==> src/sv/erm_pkg.sv <==
`default_nettype none
// ----------------------------------------------------------------------------
// erm_pkg : shared types and constants
// Beat types, pipeline control word and CORDIC constant generators for the
// XYZ Euler rotation matrix block.
// ----------------------------------------------------------------------------
package erm_pkg;

   localparam int ANGLE_BITS_DEF = 16;
   localparam int FRAC_BITS_DEF  = 14;
   localparam int FIELD_W        = 16;
   localparam int LANES          = 3;
   localparam int GUARD_BITS     = 26;
   localparam int ENTRIES        = 9;

   localparam real PI_R = 3.14159265358979323846;

   localparam logic [1:0] QUAD_0 = 2'd0;
   localparam logic [1:0] QUAD_1 = 2'd1;
   localparam logic [1:0] QUAD_2 = 2'd2;
   localparam logic [1:0] QUAD_3 = 2'd3;

   typedef struct packed {
      logic [FIELD_W-1:0] angle_x;
      logic [FIELD_W-1:0] angle_y;
      logic [FIELD_W-1:0] angle_z;
   } erm_req_type;

   typedef struct packed {
      logic signed [FIELD_W-1:0] m_r0_c0;
      logic signed [FIELD_W-1:0] m_r0_c1;
      logic signed [FIELD_W-1:0] m_r0_c2;
      logic signed [FIELD_W-1:0] m_r1_c0;
      logic signed [FIELD_W-1:0] m_r1_c1;
      logic signed [FIELD_W-1:0] m_r1_c2;
      logic signed [FIELD_W-1:0] m_r2_c0;
      logic signed [FIELD_W-1:0] m_r2_c1;
      logic signed [FIELD_W-1:0] m_r2_c2;
   } erm_rsp_type;

   typedef struct packed {
      logic                  valid;
      logic [LANES-1:0][1:0] quad;
      logic [LANES-1:0]      swap;
   } erm_ctl_type;

   // arctangent of 2^-idx, scaled so that one octant is 2^zb
   function automatic longint atan_z(int zb, int idx);
      real r;
      r = $atan(2.0 ** (-idx)) * 4.0 / PI_R * (2.0 ** zb);
      return longint'(r);
   endfunction

   // CORDIC start vector length after n rotations, scaled by 2^fc
   function automatic longint gain_x(int fc, int n);
      real k;
      k = 1.0;
      for (int i = 0; i < n; i++) begin
         k = k * ((1.0 + 2.0 ** (-2 * i)) ** (-0.5));
      end
      return longint'(k * (2.0 ** fc));
   endfunction

endpackage
`default_nettype wire

==> src/sv/erm_fold.sv <==
`default_nettype none
// ----------------------------------------------------------------------------
// erm_fold : angle folding front end
// Reduces each binary angle to quadrant, octant swap and first-octant
// residual, and forms the starting vector for the rotation chain.
// ----------------------------------------------------------------------------
module erm_fold import erm_pkg::*; #(
   parameter int ANGLE_BITS = ANGLE_BITS_DEF,
   parameter int ZB         = FRAC_BITS_DEF + GUARD_BITS,
   parameter int ZW         = ZB + 2,
   parameter int XW         = FRAC_BITS_DEF + GUARD_BITS + 2,
   parameter int FC         = FRAC_BITS_DEF + GUARD_BITS,
   parameter int ITERS      = FRAC_BITS_DEF + GUARD_BITS - 2
) (
   input  wire logic                       beat,
   input  wire erm_req_type                payload,
   output erm_ctl_type                     ctl,
   output logic [LANES-1:0][XW-1:0]        x0,
   output logic [LANES-1:0][XW-1:0]        y0,
   output logic [LANES-1:0][ZW-1:0]        z0
);

   localparam logic [ANGLE_BITS-3:0] EIGHTH  = (ANGLE_BITS-2)'(1) << (ANGLE_BITS - 3);
   localparam logic [ANGLE_BITS-2:0] QUARTER = (ANGLE_BITS-1)'(1) << (ANGLE_BITS - 2);
   localparam logic [XW-1:0]         X_START = XW'(gain_x(FC, ITERS));

   logic [LANES-1:0][FIELD_W-1:0]    ang;
   logic [LANES-1:0][ANGLE_BITS-1:0] a_w;
   logic [LANES-1:0][ANGLE_BITS-3:0] r_w;
   logic [LANES-1:0][ANGLE_BITS-3:0] u_w;

   assign ang = {payload.angle_z, payload.angle_y, payload.angle_x};

   always_comb begin
      ctl.valid = beat;
      for (int l = 0; l < LANES; l++) begin
         a_w[l]         = ANGLE_BITS'(ang[l]);
         r_w[l]         = a_w[l][ANGLE_BITS-3:0];
         ctl.quad[l]    = a_w[l][ANGLE_BITS-1 -: 2];
         ctl.swap[l]    = r_w[l] > EIGHTH;
         u_w[l]         = ctl.swap[l] ? (ANGLE_BITS-2)'(QUARTER - {1'b0, r_w[l]}) : r_w[l];
         x0[l]          = X_START;
         y0[l]          = '0;
         z0[l]          = ZW'(u_w[l]) << (ZB - (ANGLE_BITS - 3));
      end
   end

endmodule
`default_nettype wire

==> config.mk <==
export PLATFORM = sky130hd
export DESIGN_NAME = erm_fold
export DESIGN_NICKNAME = d
export VERILOG_FILES = /design/src/sv/erm_pkg.sv /design/src/sv/erm_fold.sv
export SDC_FILE = /design/constraint.sdc
export NUM_CORES = 1
export LEC_CHECK = 0
export BUFFER_PORTS_ARGS = -buffer_cell sky130_fd_sc_hd__buf_4
export CORE_AREA = 2 2 170 172
export DETAILED_ROUTE_END_ITERATION = 16
export DIE_AREA = 0 0 172 174
export PLACE_DENSITY = 0.43
export SLEW_MARGIN = 15
export SYNTH_ARGS = -nofsm -noshare
export SYNTH_HDL_FRONTEND = slang
export SYNTH_SLANG_ARGS = --single-unit
export TNS_END_PERCENT = 30
==> constraint.sdc <==
create_clock -name vclk -period 2.2
set_input_delay 0.11 -clock vclk [all_inputs]
set_output_delay 0.11 -clock vclk [all_outputs]
set_load 0.005 [all_outputs]
# After elaboration in Yosys (flattened, before gate mapping)
# Cells that the tools add are included.
[classes]
mux = 3
addsub = 3
magnitude_cmp = 3
[op_table]
columns = ["cell", "count"]
rows = [
  ["> comparator 14 bit, second input constant", 3],
  ["two-way mux 14 bit", 3],
  ["subtractor 1 x 14 -> 14 bit, first input constant", 3],
]
[totals]
word_cells = 9
in_bits = 49
ff_bits = 0

# Depth between registers and ports, before layout
# Gate-level depths: netlist (run 1).
[depth]
ltp_word = 2
ltp_mapped = 7
mapped_depth_nobuf = 7

# Worst setup path after synthesis (run 1)
# OpenSTA, ideal clock, no wires.
[synth_path]
path_kind = "input -> output"
start = "input port payload[33] (netlist bit)"
end = "output port z0[30] (netlist bit)"
slack_ps = 552
t_required_ps = 2090
path_buffers = 0
t_arrival_ps = 1538
cell_stages = 7
cell_sequence = "inv_1 -> ha_1 -> or4b_4 -> o41ai_4 -> inv_2 -> o31ai_2 -> xnor2_1"
[synth_lines]
columns = ["element", "line_no", "rtl"]
rows = [
  ["start, declared", "erm_fold.sv:16", "input wire erm_req_type payload,"],
  ["end, declared", "erm_fold.sv:20", "output logic [LANES-1:0][ZW-1:0] z0"],
]

==> results.toml, run 1 <==
[die]
rows = 62
start_util_pct = 12.60
coreArea_sq_mm = 0.02824
fp.dieH_microns = 174
die_w_microns = 172
io_pins = 437
die_area_sq_mm = 0.02993

[critical_path]
worst_setup_path_start_kind = "input pin"
path_class = "input pin to output port"
arrival_ns = 1.95
cp_max_fo = 6
cp_data_required_time_ns = 2.09
crit_path_end = "z0[30]"
cpMostUsedCell = "buf_4"
crit_chain = "buf_4 > inv_1 > ha_4 > or4b_4 > o41ai_4 > inv_2 > o31ai_2 > xnor2_1 > buf_4"
cp-end-kind = "output port"
crit_path_max_incr_delay_ns = 0.49
crit_start = "payload[32]"
cp_slowest_cell = "or4b_4"

[logic_synthesis]
synth_top_family_by_area = "buffers and inverters"
syn_area_per_cell_sq_um = 7.304
syn_area_sq_mm = 0.003557
yosysWarnings = 0
synthAdderAreaFrac_pct = 1.055
synthCells = 487
synthSimpleGateAreaFrac_pct = 9.286
synth-xor-area-share_pct = 6.648
synth_compound_area_share_pct = 8.407
synth_cell_types = 35
ys_seq_area_share_pct = 0
muxShareOfSynthArea_pct = 0

[timing]
finalCritPeriodShare_pct = 93.71
slew_headroom_pct = 59.66
worstMarginPinSlew_ns = 0.5996
rsz0062_at_grt = "no"
setup_viol = 0
hold_violations = 0
tns_ns = 0
fmax_mhz = 485.1
maxSlewViolCount = 0
post-route-min-period_ns = 2.062

[outcome]
status = "completed"

[layout]
utilization_pct = 11.95
layout-drive-gt1-share_pct = 18.68
most-common-layout-cells = "conb_1 (336), buf_4 (90), xnor2_1 (18), nand2_1 (14), a21oi_1 (12)"
diodes = 0
fill_cells = 3251
multiInputGateArea_sq_mm = 0.002181
fin_nets = 616
n_clock_buffer = 0
design.seq.count = 0
synthToLayoutAreaGrowth_pct = -5.135
final_common_cell = "conb_1"
seq_area_sq_um = 0

[min_path]
hp-class = "input pin to output port"
min_path_cells = 0

[global_route]
first_global_vias = 1524
grt_pass1_wl_mm = 8.169
grt_max_degree = 11
grt_antenna_before_repair = 0
gr-total-overflow = 0
grt_usage_pct = 3.253

[drt]
ant_nets = 0
vias = 2247
routedWlPerCell_microns = 6.774
via_per_inst = 2.375
wirelength_mm = 6.408
route.detailed.drc = 0
drt_iter0_drc = 58
drtPass1Iterations = 4

[power_and_ir_drop]
p_leak_nw = 1.859
powerDensity_mw_per_mm2 = 150.4
ir_drop_uv = 62.11

[flow_run]
drv_cap = 0

[placement]
dpl.hpwl_mm = 5.917
globalplace.congestion = 0.7850
io_buffers = 87

[cts]
holdBufCountCts = 0
post-cts-setup-buffer-count = 0
layer usage:
metal	GRT usage (%)	part of all wire, %
met4	0.5252	1.6
met2	6.442	51
met1	3.784	33
met5	0	0
met3	0.2505	14
what timing repair did:
item	4_1_cts	5_1_grt
resized for setup	0	3
setup endpoints to repair	0	2
endpoints found under the hold margin	0	0
synthesized netlist by cell type (2+ instances only):
cell | count | area share [%]
xnor2_1 | 18 | 4.4
xor2_1 | 9 | 2.2
or4_4 | 2 | 0.63
nand4b_1 | 2 | 0.49
nor2_1 | 9 | 0.95
inv_2 | 3 | 0.32
clkbuf_1 | 3 | 0.32
o41ai_4 | 3 | 2.3
o31ai_1 | 2 | 0.42
nand2b_1 | 4 | 0.70
nor4_1 | 3 | 0.53
o21ai_1 | 7 | 0.98
o31ai_2 | 2 | 0.70
ha_1 | 3 | 1.1
conb_1 | 2 | 0.21
nand3_1 | 2 | 0.28
buf_4 | 346 | 73
or4_1 | 3 | 0.63
nand2_1 | 14 | 1.5
a31oi_1 | 7 | 1.2
or3b_2 | 2 | 0.49
nand3b_1 | 2 | 0.42
or2_1 | 2 | 0.35
a21oi_1 | 13 | 1.8
nor3_1 | 8 | 1.1
inv_1 | 7 | 0.74
kinds of logic (layout without fill, tap and decap cells):
kind of cell    Yosys count  count (layout)
other cells               2             336
simple gates             58              58
compound gates           38              38
buf+inv                 359             100
xor+xnor                 27              27
fa+ha+maj                 3               3
per-stage QoR:
| step | hold slack [ns] | std cells | cell area (sq um) | setup WS, ns | total power, mW |
|---|---|---|---|---|---|
| 2_1_floorplan | 0.2558 | 821 | 4811 | 0.5523 | 0.7042 |
| 3_3_place_gp | 0.2200 | 946 | 3358 | 0.1332 | 0.4943 |
| 3_5_place_dp | 0.2200 | 946 | 3358 | 0.1128 | 0.4955 |
| 4_1_cts | 0.2200 | 946 | 3358 | 0.1071 | 0.4965 |
| 5_1_grt | 0.2200 | 946 | 3374 | 0.02853 | 0.5784 |
| 6_report | 0.2200 | 946 | 3374 | 0.1384 | 0.5075 |
cell type report:
class	count	area share [%]
Inverter	10	1.112
Multi-Input combinational cell	462	64.63
Tap cell	384	14.24
Timing Repair Buffer	90	20.02
critical path: cells and delay by family:
family | cells | cell delay, ns
XOR/XNOR | 1 | 0.15
adder cells (fa/ha/maj) | 1 | 0.16
buffers and inverters | 4 | 0.51
AND/OR/NAND/NOR | 1 | 0.49
AO/OA/AOI/OAI | 2 | 0.51
worst min path at each step:
stage	to	slack (ns)	from
after CTS	ctl[8]	0.22	payload[15]
after global routing	ctl[7]	0.22	payload[14]
after detailed placement	ctl[8]	0.22	payload[15]
after floorplan	z0[82]	0.26	payload[28]
after global placement	ctl[8]	0.22	payload[15]
final	ctl[7]	0.22	payload[14]
power by group:
group,total [mW],internal [mW],switching (mW)
clock network,0,0,0
logic,0.507,0.202,0.306
registers,0,0,0
total,0.507,0.202,0.306
Power figures use the tool's default switching activity.
==> run 2: changes to the inputs <==
--- a/config.mk
+++ b/config.mk
@@ -9,6 +9,7 @@
 export CORE_AREA = 2 2 170 172
 export DETAILED_ROUTE_END_ITERATION = 16
 export DIE_AREA = 0 0 172 174
+export MAX_ROUTING_LAYER = met4
 export PLACE_DENSITY = 0.43
 export SLEW_MARGIN = 15
 export SYNTH_ARGS = -nofsm -noshare
==> run 2 against run 1 <==
Net effect: global-route usage up 0.10 points; wire length down 0.11%; worst hold slack unchanged; non-clock buffer count unchanged; count of clock-buffer cells in the layout unchanged; flip-flop and latch count unchanged; design area unchanged; cell count unchanged; core utilization unchanged; largest cell class unchanged; highest routed layer unchanged.
==> results.toml, run 2 (synthesized netlist as in run 1, its figures left out) <==
[critical_path]
path_buf_inv = 4
cp_max_fo = 6
cp-end-kind = "output port"
path_class = "input pin to output port"
worst_setup_path_start_kind = "input pin"
cpMostUsedCell = "buf_4"
cp_data_required_time_ns = 2.09
crit_path_max_incr_delay_ns = 0.49
cp_slowest_cell = "or4b_4"
crit_family = "buffers and inverters"
crit_chain = "buf_4 > inv_1 > ha_4 > or4b_4 > o41ai_4 > inv_2 > o31ai_2 > xnor2_1 > buf_4"
arrival_ns = 1.95

[drt]
vias = 2257
drt_iter0_drc = 56
via_per_inst = 2.386
wirelength_mm = 6.401
route.detailed.drc = 0
drtPass1Iterations = 4
routedWlPerCell_microns = 6.766
ant_nets = 0

[die]
start_util_pct = 12.60
die_area_sq_mm = 0.02993
rows = 62
io_pins = 437
die_w_microns = 172
coreArea_sq_mm = 0.02824
fp.dieH_microns = 174

[layout]
diodes = 0
fin_area_sq_mm = 0.003374
fin_cells = 946
multiInputGateArea_sq_mm = 0.002181
final_common_cell = "conb_1"
layout-drive-gt1-share_pct = 18.68
seq_area_sq_um = 0
synthToLayoutAreaGrowth_pct = -5.135
fill_cells = 3251
fin_nets = 616
most-common-layout-cells = "conb_1 (336), buf_4 (90), xnor2_1 (18), nand2_1 (14), a21oi_1 (12)"
design.seq.count = 0
n_clock_buffer = 0

[timing]
worstMarginPinSlew_ns = 0.5730
maxSlewViolCount = 0
setup_viol = 0
post-route-min-period_ns = 2.062
hold_violations = 0
timing.hold.ws_ns = 0.2200
fmax_mhz = 485.1
rsz0062_at_grt = "no"
slew_headroom_pct = 61.44
tns_ns = 0
finalCritPeriodShare_pct = 93.71

[min_path]
hp-class = "input pin to output port"

[outcome]
status = "completed"

[placement]
globalplace.congestion = 0.7960
postPlaceCellArea_sq_mm = 0.003358
io_buffers = 87
dp.cells = 946
dpl.hpwl_mm = 5.917

[power_and_ir_drop]
powerDensity_mw_per_mm2 = 150.4
p_leak_nw = 1.859
ir_drop_uv = 62.11
p_total_mw = 0.5075

[global_route]
grt_antenna_before_repair = 0
first_global_vias = 1520
gr-total-overflow = 0
grt_pass1_wl_mm = 8.183
grt_max_degree = 11
grt_usage_pct = 3.353

[flow_run]
drv_cap = 0

[cts]
post-cts-setup-buffer-count = 0
-- run 2: worst paths after layout --
check                       start     end  slack (ns)  depth (start not counted)
worst max-delay path  payload[32]  z0[30]        0.14                          9
worst min-delay path  payload[14]  ctl[7]        0.22                          0
-- run 2: routing by layer --
layer	vias up	routed length, microns	track usage (%)
li1	1022	-	-
met5	-	0	-
met3	8	892	0.2505
met2	229	3267	6.426
met1	998	2140	3.811
met4	0	100	0.5252
-- run 2: where the power goes --
part           internal, mW  switching [mW]
clock                     0               0
sequential                0               0
combinational         0.202           0.306
-- run 2: timing repair --
| action | 4_1_cts | 5_1_grt |
|---|---|---|
| hold buffers | 0 | 0 |
| gates resized for setup | 0 | 3 |
| setup endpoints to repair | 0 | 2 |
-- run 2: area by class of cell --
type,count,share of cell area [%]
Multi-Input combinational cell,462,64.63
Timing Repair Buffer,90,20.02
Tap cell,384,14.24
Inverter,10,1.112
-- run 2: stage by stage --
step	worst slack, ns	util, %
2_1_floorplan	0.5523	-
4_1_cts	0.1071	11.89
5_1_grt	0.02853	11.95
3_3_place_gp	0.1332	11.89
3_5_place_dp	0.1128	11.89
6_report	0.1384	11.95
