[src/sv/erm_pkg.sv]
`default_nettype none
// ----------------------------------------------------------------------------
// erm_pkg : shared types and constants
// Beat types, pipeline control word and CORDIC constant generators for the
// XYZ Euler rotation matrix block.
// ----------------------------------------------------------------------------
package erm_pkg;

   localparam int ANGLE_BITS_DEF = 16;
   localparam int FRAC_BITS_DEF  = 14;
   localparam int FIELD_W        = 16;
   localparam int LANES          = 3;
   localparam int GUARD_BITS     = 26;
   localparam int ENTRIES        = 9;

   localparam real PI_R = 3.14159265358979323846;

   localparam logic [1:0] QUAD_0 = 2'd0;
   localparam logic [1:0] QUAD_1 = 2'd1;
   localparam logic [1:0] QUAD_2 = 2'd2;
   localparam logic [1:0] QUAD_3 = 2'd3;

   typedef struct packed {
      logic [FIELD_W-1:0] angle_x;
      logic [FIELD_W-1:0] angle_y;
      logic [FIELD_W-1:0] angle_z;
   } erm_req_type;

   typedef struct packed {
      logic signed [FIELD_W-1:0] m_r0_c0;
      logic signed [FIELD_W-1:0] m_r0_c1;
      logic signed [FIELD_W-1:0] m_r0_c2;
      logic signed [FIELD_W-1:0] m_r1_c0;
      logic signed [FIELD_W-1:0] m_r1_c1;
      logic signed [FIELD_W-1:0] m_r1_c2;
      logic signed [FIELD_W-1:0] m_r2_c0;
      logic signed [FIELD_W-1:0] m_r2_c1;
      logic signed [FIELD_W-1:0] m_r2_c2;
   } erm_rsp_type;

   typedef struct packed {
      logic                  valid;
      logic [LANES-1:0][1:0] quad;
      logic [LANES-1:0]      swap;
   } erm_ctl_type;

   // arctangent of 2^-idx, scaled so that one octant is 2^zb
   function automatic longint atan_z(int zb, int idx);
      real r;
      r = $atan(2.0 ** (-idx)) * 4.0 / PI_R * (2.0 ** zb);
      return longint'(r);
   endfunction

   // CORDIC start vector length after n rotations, scaled by 2^fc
   function automatic longint gain_x(int fc, int n);
      real k;
      k = 1.0;
      for (int i = 0; i < n; i++) begin
         k = k * ((1.0 + 2.0 ** (-2 * i)) ** (-0.5));
      end
      return longint'(k * (2.0 ** fc));
   endfunction

endpackage
`default_nettype wire

[src/sv/erm_cell.sv]
`default_nettype none
// ----------------------------------------------------------------------------
// erm_cell : one CORDIC rotation cell
// Applies rotation step IDX to the three angle lanes and hands the vectors
// and control word to the next cell.
// ----------------------------------------------------------------------------
module erm_cell import erm_pkg::*; #(
   parameter int IDX = 0,
   parameter int ZB  = FRAC_BITS_DEF + GUARD_BITS,
   parameter int ZW  = ZB + 2,
   parameter int XW  = FRAC_BITS_DEF + GUARD_BITS + 2
) (
   input  wire logic                       clock,
   input  wire logic                       reset,
   input  wire logic                       en,
   input  wire erm_ctl_type                prev_ctl,
   input  wire logic [LANES-1:0][XW-1:0]   prev_x,
   input  wire logic [LANES-1:0][XW-1:0]   prev_y,
   input  wire logic [LANES-1:0][ZW-1:0]   prev_z,
   output erm_ctl_type                     next_ctl,
   output logic [LANES-1:0][XW-1:0]        next_x,
   output logic [LANES-1:0][XW-1:0]        next_y,
   output logic [LANES-1:0][ZW-1:0]        next_z
);

   localparam logic [ZW-1:0] AT = ZW'(atan_z(ZB, IDX));

   erm_ctl_type              ctl_ff;
   logic [LANES-1:0][XW-1:0] x_ff, x_in;
   logic [LANES-1:0][XW-1:0] y_ff, y_in;
   logic [LANES-1:0][ZW-1:0] z_ff, z_in;

   always_comb begin
      for (int l = 0; l < LANES; l++) begin
         if (prev_z[l][ZW-1]) begin
            x_in[l] = prev_x[l] + XW'($signed(prev_y[l]) >>> IDX);
            y_in[l] = prev_y[l] - XW'($signed(prev_x[l]) >>> IDX);
            z_in[l] = prev_z[l] + AT;
         end else begin
            x_in[l] = prev_x[l] - XW'($signed(prev_y[l]) >>> IDX);
            y_in[l] = prev_y[l] + XW'($signed(prev_x[l]) >>> IDX);
            z_in[l] = prev_z[l] - AT;
         end
      end
   end

   always_ff @(posedge clock) begin
      if (reset) begin
         ctl_ff <= '0;
      end else if (en) begin
         ctl_ff <= prev_ctl;
      end
   end

   always_ff @(posedge clock) begin
      if (en) begin
         x_ff <= x_in;
         y_ff <= y_in;
         z_ff <= z_in;
      end
   end

   assign next_ctl = ctl_ff;
   assign next_x   = x_ff;
   assign next_y   = y_ff;
   assign next_z   = z_ff;

endmodule
`default_nettype wire

[config.mk]
export PLATFORM = sky130hd
export DESIGN_NAME = erm_cell
export DESIGN_NICKNAME = d
export VERILOG_FILES = /design/src/sv/erm_pkg.sv /design/src/sv/erm_cell.sv
export SDC_FILE = /design/constraint.sdc
export NUM_CORES = 1
export LEC_CHECK = 0
export BUFFER_PORTS_ARGS = -buffer_cell sky130_fd_sc_hd__buf_2
export CORE_AREA = 2 2 307 309
export CTS_BUF_LIST = sky130_fd_sc_hd__clkbuf_16
export DETAILED_ROUTE_END_ITERATION = 10
export DIE_AREA = 0 0 309 311
export SLEW_MARGIN = 20
export SYNTH_ARGS = -nofsm -noshare
export SYNTH_HDL_FRONTEND = slang
export SYNTH_SLANG_ARGS = --single-unit
[constraint.sdc]
create_clock -name clock -period 4.8 [get_ports clock]
set_input_delay 0.48 -clock clock [delete_from_list [all_inputs] [get_ports clock]]
set_output_delay 0.48 -clock clock [all_outputs]
set_load 0.005 [all_outputs]
### After elaboration in Yosys (flattened, before gate mapping)

Cells that the tools add are included.

* add/sub/neg operators: 15
* mux-type cells: 9

Operators by type and width (count)
* $mux 42: 9
* $sub 42x42->42: 6
* $add 42x41->42 const B: 3
* $add 42x42->42: 3
* $sub 42x41->42 const B: 3

* bits in registers: 388
* input bits: 391
* output and inout port bits: 388

### Longest topological paths before layout

Gate-level depths: netlist of the first run.

* depth in word-level cells: 2
* mapped depth: 14
* depth with buffers taken out: 13

### Worst setup path after synthesis of the first run

OpenSTA, ideal clock, no wires.

* path kind: input port to flip-flop
* from: in prev_x[93] (netlist name)
* to: reg x_ff, in the netlist next_x[120] (data pin)
* setup time: 0.260 ns
* data arrival time: 3.321 ns
* required time: 4.540 ns
* path slack: 1.219 ns
* cell stages on the path: 13
* path buffers: 1
* cells stage by stage: inv_1 -> ha_1 -> buf_2 -> or4_4 -> or4_1 -> a2111o_1 -> and3_4 -> o221ai_2 -> a21oi_2 -> o31ai_4 -> a31o_2 -> a21oi_1 -> xnor2_1

RTL lines
* start, declared: RTL line erm_cell.sv:17 `input wire logic [LANES-1:0][XW-1:0] prev_x,`
* end signal, assigned: RTL line erm_cell.sv:57 `x_ff <= x_in;`
* end, declared: RTL line erm_cell.sv:29 `logic [LANES-1:0][XW-1:0] x_ff, x_in;`

==> results of run 1 <==
[timing repair]
item / in CTS / in global routing
resized for setup: 0 / 0
hold endpoints to repair: 114 / 0
hold buffers: 114 / 0
[how the worst max path moves through the flow]
| stage | endpoint | slack (ns) | startpoint | depth (start not counted) |
|---|---|---|---|---|
| final | next_x[82] | 0.78 | prev_x[49] | 13 |
| after global routing | next_x[82] | 0.73 | prev_x[49] | 13 |
| after CTS | next_x[82] | 1.03 | prev_x[49] | 13 |
| after detailed placement | next_x[82] | 0.31 | prev_x[49] | 13 |
| after global placement | next_x[82] | 0.37 | prev_x[42] | 15 |
| after floorplan | next_x[120] | 1.22 | prev_x[93] | 13 |
[power groups by stage]
stage	Sequential [uW]	Combinational [uW]	Clock (uW)
2_1_floorplan	4530	2330	0
3_3_place_gp	4530	4280	0
3_5_place_dp	4520	4260	0
4_1_cts	4470	4370	3830
5_1_grt	4500	4780	3930
6_report	4460	4450	3730
[layout make-up]
cell class / instances / area share [%]
multi-input cells: 3055 / 49.17
well taps: 1254 / 3.653
inverters: 408 / 3.565
flip-flops and latches: 382 / 26.47
clock inverters: 42 / 0.9409
diodes: 18 / 0.1049
repair buffers: 976 / 13.30
clock buffers: 48 / 2.796
[per-layer routing]
metal,wire length (um),share of wire (%)
met5,193,0.13
met4,4528,3.1
met3,13130,9.1
met1,59030,41
met2,67980,47
[layout by cell type, fill, tap and decap left out, types with 48 or more instances in the layout]
| cell type | count |
|---|---|
| nand2_1 | 185 |
| o21bai_1 | 124 |
| nand4_1 | 62 |
| mux2i_1 | 88 |
| edfxtp_1 | 372 |
| a21oi_1 | 553 |
| inv_1 | 390 |
| buf_4 | 81 |
| nand3_1 | 49 |
| a21o_1 | 80 |
| buf_2 | 777 |
| xnor2_1 | 213 |
| dlygate4sd3_1 | 114 |
| ha_1 | 414 |
| o21ai_0 | 315 |
| nor3_1 | 78 |
| nor2_1 | 342 |
| clkbuf_16 | 48 |
[registers in the layout, indices dropped and copies added (netlist names)]
register / cells
next_ctl: 10
next_x: 125
next_y: 124
next_z: 123
[stage by stage]
step                      total power, uW  area (um^2)
after global routing                13220        42930
after CTS                           12670        42910
final                               12640        42950
after floorplan                      6862        34710
after detailed placement             8787        40160
after global placement               8804        40160
[cell families (layout without fill, tap and decap cells)]
family | after synthesis | count (layout) | share of synthesized area [%]
AND/OR/NAND/NOR | 904 | 904 | 12.18
XOR/XNOR | 240 | 240 | 6.056
adder cells (fa/ha/maj) | 423 | 423 | 15.44
AO/OA/AOI/OAI | 1399 | 1399 | 24.59
multiplexers | 89 | 89 | 2.570
flip-flops | 382 | 382 | 32.76
buffers and inverters | 584 | 1474 | 6.398
other | 0 | 18 | 0
==> impl.org, run 1 <==
** STA
- For the pin with the worst max-slew slack, the measured transition is 1.178 ns.
- The final hold violation count is 0.
- After layout, the worst path uses a little over four fifths of the clock period.
- Setup slack closes at just under 0.8 ns.
- Setup repair after global routing left no endpoint under its margin.
- Worst hold slack :: 0.05845 ns
- Max-slew violation count :: 0
- Minimum clock period :: 4.018 ns
- Worst clock skew :: 0 ns
- Measured against its own limit, the worst slew margin works out to a little over a fifth.
- Count of endpoints failing setup in the final report :: 0
- Highest attainable clock frequency :: 248.9 MHz
- Fin Setup TNS :: 0 ns

** Yosys
- Top cells by count, synth :: a21oi_1, ha_1, inv_1
- Number of synthesized register bits :: ~380
- Number of distinct standard cells referenced by the synthesized netlist :: 75
- Cell taking the most area after synthesis :: edfxtp_1
- Share of the synthesized area in the top cell type :: 32.18%
- After synthesis, flip-flops and latches occupy 32.76% of the total area.
- In this run, synthesis inferred 372 flip-flops with an integrated enable.
- FFs w/ async S/R, synth :: 0%
- Cell Area, Synth :: ~35000 um^2
- Among all flip-flop cells after synthesis, the most frequent one is edfxtp_1.
- Syn nets :: 4835
- For this run, the number of Yosys warnings is 0.
- Number of cells produced by synthesis :: just over 4k
- Averaged over all synthesized cells, the footprint is approximately 8.6 um^2.
- Most instantiated library cell after synthesis :: a21oi_1
- Yosys attributes the largest share of cell area to edfxtp_1, ha_1, a21oi_1.

** Drt
- After detailed routing, the total wire length is approximately 140000 um.
- Drt pass-1 iters :: 6
- After detailed routing, the average wire length per cell comes to 23.43 um.
- Remaining DRCs :: 0
- In the routed layout, each cell is associated on average with a via count of roughly 5.6.
- Number of nets still failing antenna checks after routing :: 0
- Total number of vias :: 34.84k
- The first routing iteration left 3596 violations.

** Clocking
- Max Root-Sink Buffers :: 3
- Clock slew seen by the registers of the worst setup and hold paths :: ~0.060 ns
- Num CTS Buffers :: 48
- Latest clock arrival within the worst-skew pair :: 0.65 ns
- CTS tree :: done
- The tree is rooted in a clkbuf_16.
- Deepest level of the CTS H-tree :: 2
- The number of setup buffers added after CTS is 0.
- The tree built by TritonCTS fans out to between 300 and 400 sinks.

** Min path
- Worst hold path depth :: 1
- For hold timing, the worst endpoint is next_z[13].
- In this run the worst hold path is classified as input port to flip-flop.
- Hold Startpoint :: prev_z[13]

** Worst setup path
- The signal on the critical path passes through buf_2, inv_1, ha_1, a21o_1, o41ai_1, o21ai_0, buf_4, o21ai_0, o31ai_1, a211oi_1, nor2_1, o41ai_1, xnor2_1.
- For this run, the slowest stage of the critical path takes 0.81 ns.
- Critical Path Source Type :: input port
- Setup slack on the worst reg-to-reg path comes out at 4.20 ns.
- At the worst endpoint, the required time is 5.21 ns.
- The worst setup path is captured at a flip-flop.
- Measured in cells, the most critical reg-to-reg path has a length of 2.
- Reg-to-Reg End :: next_ctl[4]
- In this run the critical register-to-register path is launched from next_ctl[4].
- CP bufs+invs :: 3
- CP Class :: input port to flip-flop
- Top cell family by delay on the critical path :: compound AO/OA/AOI/OAI gates
- Arrival time reported for the critical path endpoint :: between 4 and 5 ns
- Max Fanout on Critical Path :: 13
- The slowest stage of the critical path is the o41ai_1 cell.

** GRT
- In the global route stage, met2 resource usage came out at a little under half.
- Overall Global Routing Usage :: 28.72%
- Largest net degree at the start of global routing :: 103
- The number of global-route vias before repair is 33.59k.
- First-pass GRT wire length :: around 210000 um
- Overflow left after global routing :: 0
- The initial antenna violation count is 39.
- GR met1 Demand/Resource :: between 30 and 40%
- For met3 alone, demand over resource in global routing was 6.389%.
- The layer flagged by global routing as most heavily used is met2.

** Power
- Switching Power :: about 4600 uW
- Of the total power, combinational logic draws 35.2%.
- The internal power of the cells totals 8029 uW.
- Register share of total power :: a little over a third
- In this run, the clock network consumes roughly 30% of the power.
- Power spread over the standard cell area amounts to approximately 290 nW/um^2.
- Net switching is between 30% and 40% of the power.
- IR analysis of the VDD net gives a maximum drop of 269.5 uV.
- Static Leak :: 0.01905 uW

** Floorplanning
- The die covers between 90000 and 100000 um^2.
- Horizontal die dimension :: 309 um
- The region available for standard cell placement spans 92770 um^2.
- Standard-cell rows :: about 110
- Number of primary I/O pins :: around 780
- Vertical die dimension :: 311 um
- Once the floorplan was initialized, standard cells occupied a little under two fifths of the core.

** Job
- Number of maximum-capacitance violations :: 0

** Finish
- Final net count :: 5685
- In the final layout, the multi-input gates occupy 21120 um^2.
- Once layout is complete, the utilization of the core stands at 46.30%.
- In the final layout, flip-flops and latches occupy between 10000 and 15000 um^2.
- P&R area growth vs syn :: 23.75%
- Counting the fill cells in the layout gives 9215.
- Fraction of final layout cells with drive strength greater than 1 :: around 20%
- Number of standard cells in the layout, taps in and fillers out :: 6183

** Outcome
- The flow ran to the end, and the final reports show no timing, DRC or antenna violations.

** Place
- Input/output buffers :: 778
- Placement Setup Slack :: 0.3060 ns
- Detailed placement finished with a half-perimeter wire length of between 100000 and 150000 um.
- Placer Congestion :: 0.9830
- In this run, placement finished with an instance count of 5961.
Power figures use the tool's default switching activity.
==> run 2, diff against run 1 <==
Clock period 4.8 ns to 4.2 ns, I/O delays scaled along.
==> run 2 against run 1 <==
Routed wire length rose by 0.91%. Die area did not move. Non-clock buffer count rose by 124. Core utilization rose by 1.0 points. Sequential cell count did not move. Critical path depth rose by 1. Cell area rose by 2.2%. Register-to-register slack got worse by 0.61 ns. Critical endpoint is now next_x[80].
==> impl.org, run 2 (synthesis results as in run 1) <==
** Outcome
- The run finished with clean final reports.

** GRT
- Initial antenna violation count :: 52
- Overall Global Routing Usage :: 29.05%
- First-pass GRT wire length :: 214000 um
- Via count of the first global-routing pass :: ~34k
- Overflow left after global routing :: 0
- Entering global routing, the biggest net connects 88 pins.

** Power
- Register share of total power :: a little over a third
- Cell internal pwr :: 9353 uW
- Part of the total power dissipated in the clock network :: 28.9%
- In this run the static leakage power is between 0.015 and 0.02 uW.
- Relative contribution of combinational cells to total power :: roughly 36%
- Switching Power :: about 5200 uW
- In this run switching power makes up 35.78% of total power.
- VDD sags by at most 350.5 uV.
- Pwr/cell area :: about 330 nW/um^2

** Clocking
- Post-CTS repair timing setup buffer count :: 0
- Clock slew seen by the registers of the worst setup and hold paths :: 0.06 ns
- TritonCTS built the clock tree.
- Latest clock arrival within the worst-skew pair :: 0.63 ns
- CTS placed an instance of clkbuf_16 at the clock tree root.
- Num CTS Buffers :: 47
- Deepest level of the CTS H-tree :: 2
- Number of sinks driven by the clock tree :: 382
- The clock passes through at most 3 buffers.

** Min path
- Along the worst hold path, the cell count comes to 3.
- The min-delay analysis places its worst path in the category input port to flip-flop.

** Drt
- Via/cell ratio :: 5.566
- Wire length reported by the detailed router :: 146200 um
- Detailed router's first-iteration violation count :: 3514
- Once detail routing completed, the nets flagged for antenna violations numbered 0.
- Routed wirelength normalized by instance count :: 23.15 um
- Drt pass-1 iters :: 5
- Total number of vias :: 35.16k
- Remaining DRCs :: 0

** Finish
- Excluding fillers, the count of instances in the completed layout stands at about 6.3k.
- Summing all flip-flop and latch instances after layout gives 11370 um^2.
- The register with the most flip-flops in the layout has around 130 of them.
- Final net count :: 5808
- Multi-input gate area in the final layout :: between 20000 and 25000 um^2
- From synthesis to final layout, the design area changed by 26.53%.
- The post-route netlist has a little over a fifth of its cells at a drive strength greater than 1.
- Most used cells in the layout excluding fill and tap cells :: buf_2, a21oi_1, ha_1, inv_1, edfxtp_1
- Fillers :: 9279
- The library cell used most frequently in the layout, excluding fill and tap cells, is buf_2.

** STA
- The final hold violation count is 0.
- Max-slew violation count :: 0
- Fin Setup TNS :: 0 ns
- Slew of the pin with the lowest slew margin :: 0.8963 ns
- Worst hold slack :: ~0.056 ns
- Derived from the worst setup path, the maximum achievable clock frequency is 271.9 MHz.
- The routed design could run at a clock period as short as 3.677 ns.
- Worst clock skew :: 0 ns
- Setup repair after global routing left no endpoint under its margin.
- Count of endpoints failing setup in the final report :: 0
- The final critical path takes up 87.56% of the cycle.
- In this run the tightest slew margin relative to its limit is 40.25%.

** Floorplanning
- In this run the horizontal extent of the chip is just over 300 um.
- Standard-cell rows :: approximately 110
- Number of primary I/O pins :: approximately 800
- Vertical die dimension :: 311 um
- The floorplan step defined a core boundary enclosing 92770 um^2.
- Die area :: a little under 100000 um^2
- The initial utilization of the core area, before any placement, comes to 37.42%.

** Worst setup path
- Critical Path RT :: between 4 and 5 ns
- Critical Path Source Type :: input port
- Arrival time reported for the critical path endpoint :: around 4 ns
- The worst setup path is captured at a flip-flop.
- Along the worst path, the maximum fanout reaches 9.
- CP Class :: input port to flip-flop
- Measured in cells, the most critical reg-to-reg path has a length of 2.

** Place
- Input/output buffers :: 778
- Cell count after placement :: approximately 6k
- Placer Congestion :: ~0.99
- Detailed placer's ending HPWL :: 118300 um

** Job
- Across the run, the number of max-cap violations was 0.
-- run 2: what timing repair did --
action                    CTS  global route
hold endpoints to repair  130             0
hold buffers              130             0
gates resized for setup     0             0
-- run 2: per-stage QoR --
| stage | setup slack (ns) | utilization, % | power, uW | instance area, um^2 |
|---|---|---|---|---|
| global placement | 0.1054 | 44.18 | 10220 | 40990 |
| CTS | 0.6706 | 47.26 | 14580 | 43840 |
| global route | 0.3985 | 47.31 | 15230 | 43890 |
| floorplan | 0.6790 | - | 7842 | 34710 |
| finish | 0.5227 | 47.34 | 14570 | 43920 |
| detailed placement | 0.009373 | 44.18 | 10200 | 40990 |
-- run 2: path summary, 6_finish.rpt --
path / slack (ns) / from / end
setup / recovery: 0.52 / prev_x[45] / next_x[80]
hold / removal: 0.06 / prev_ctl[7] / next_ctl[7]
setup reg to reg: 3.59 / next_ctl[8] / next_ctl[8]
hold reg to reg: 0.50 / next_ctl[2] / next_ctl[2]
-- run 2: critical path: stages --
cell       delay, ns
buf_2           0.11
inv_1           0.04
ha_1            0.41
inv_1           0.15
a221oi_1        0.14
o31ai_1         0.65
a22oi_1         0.28
a21oi_1         0.45
nor3_1          0.13
o41ai_1         0.47
a2111oi_0       0.20
buf_4           0.19
o31ai_1         0.28
xnor2_1         0.12
-- run 2: power by group through the flow --
stage                     clock network, uW  registers [uW]  logic [uW]
final                                  4210            5100        5260
after global routing                   4430            5150        5650
after CTS                              4310            5100        5170
after detailed placement                  0            5170        5030
after global placement                    0            5170        5050
after floorplan                           0            5180        2660
-- run 2: routing by layer --
layer | GRT usage, % | vias to the layer above | share of wire [%]
met5 | 0 | - | 0.14
li1 | - | 16400 | -
met2 | 47.42 | 1674 | 46
met4 | 10.54 | 30 | 3.7
met3 | 5.994 | 305 | 8.6
met1 | 37.73 | 16750 | 42
-- run 2: final cells by class --
cell class / instances / area share (%)
multi-input combinational: 3055 / 48.09
sequential: 382 / 25.89
inverter: 408 / 3.487
tap: 1254 / 3.572
timing repair buffer: 1100 / 15.25
antenna: 31 / 0.1766
clock inverter: 39 / 0.8632
clock buffer: 47 / 2.678
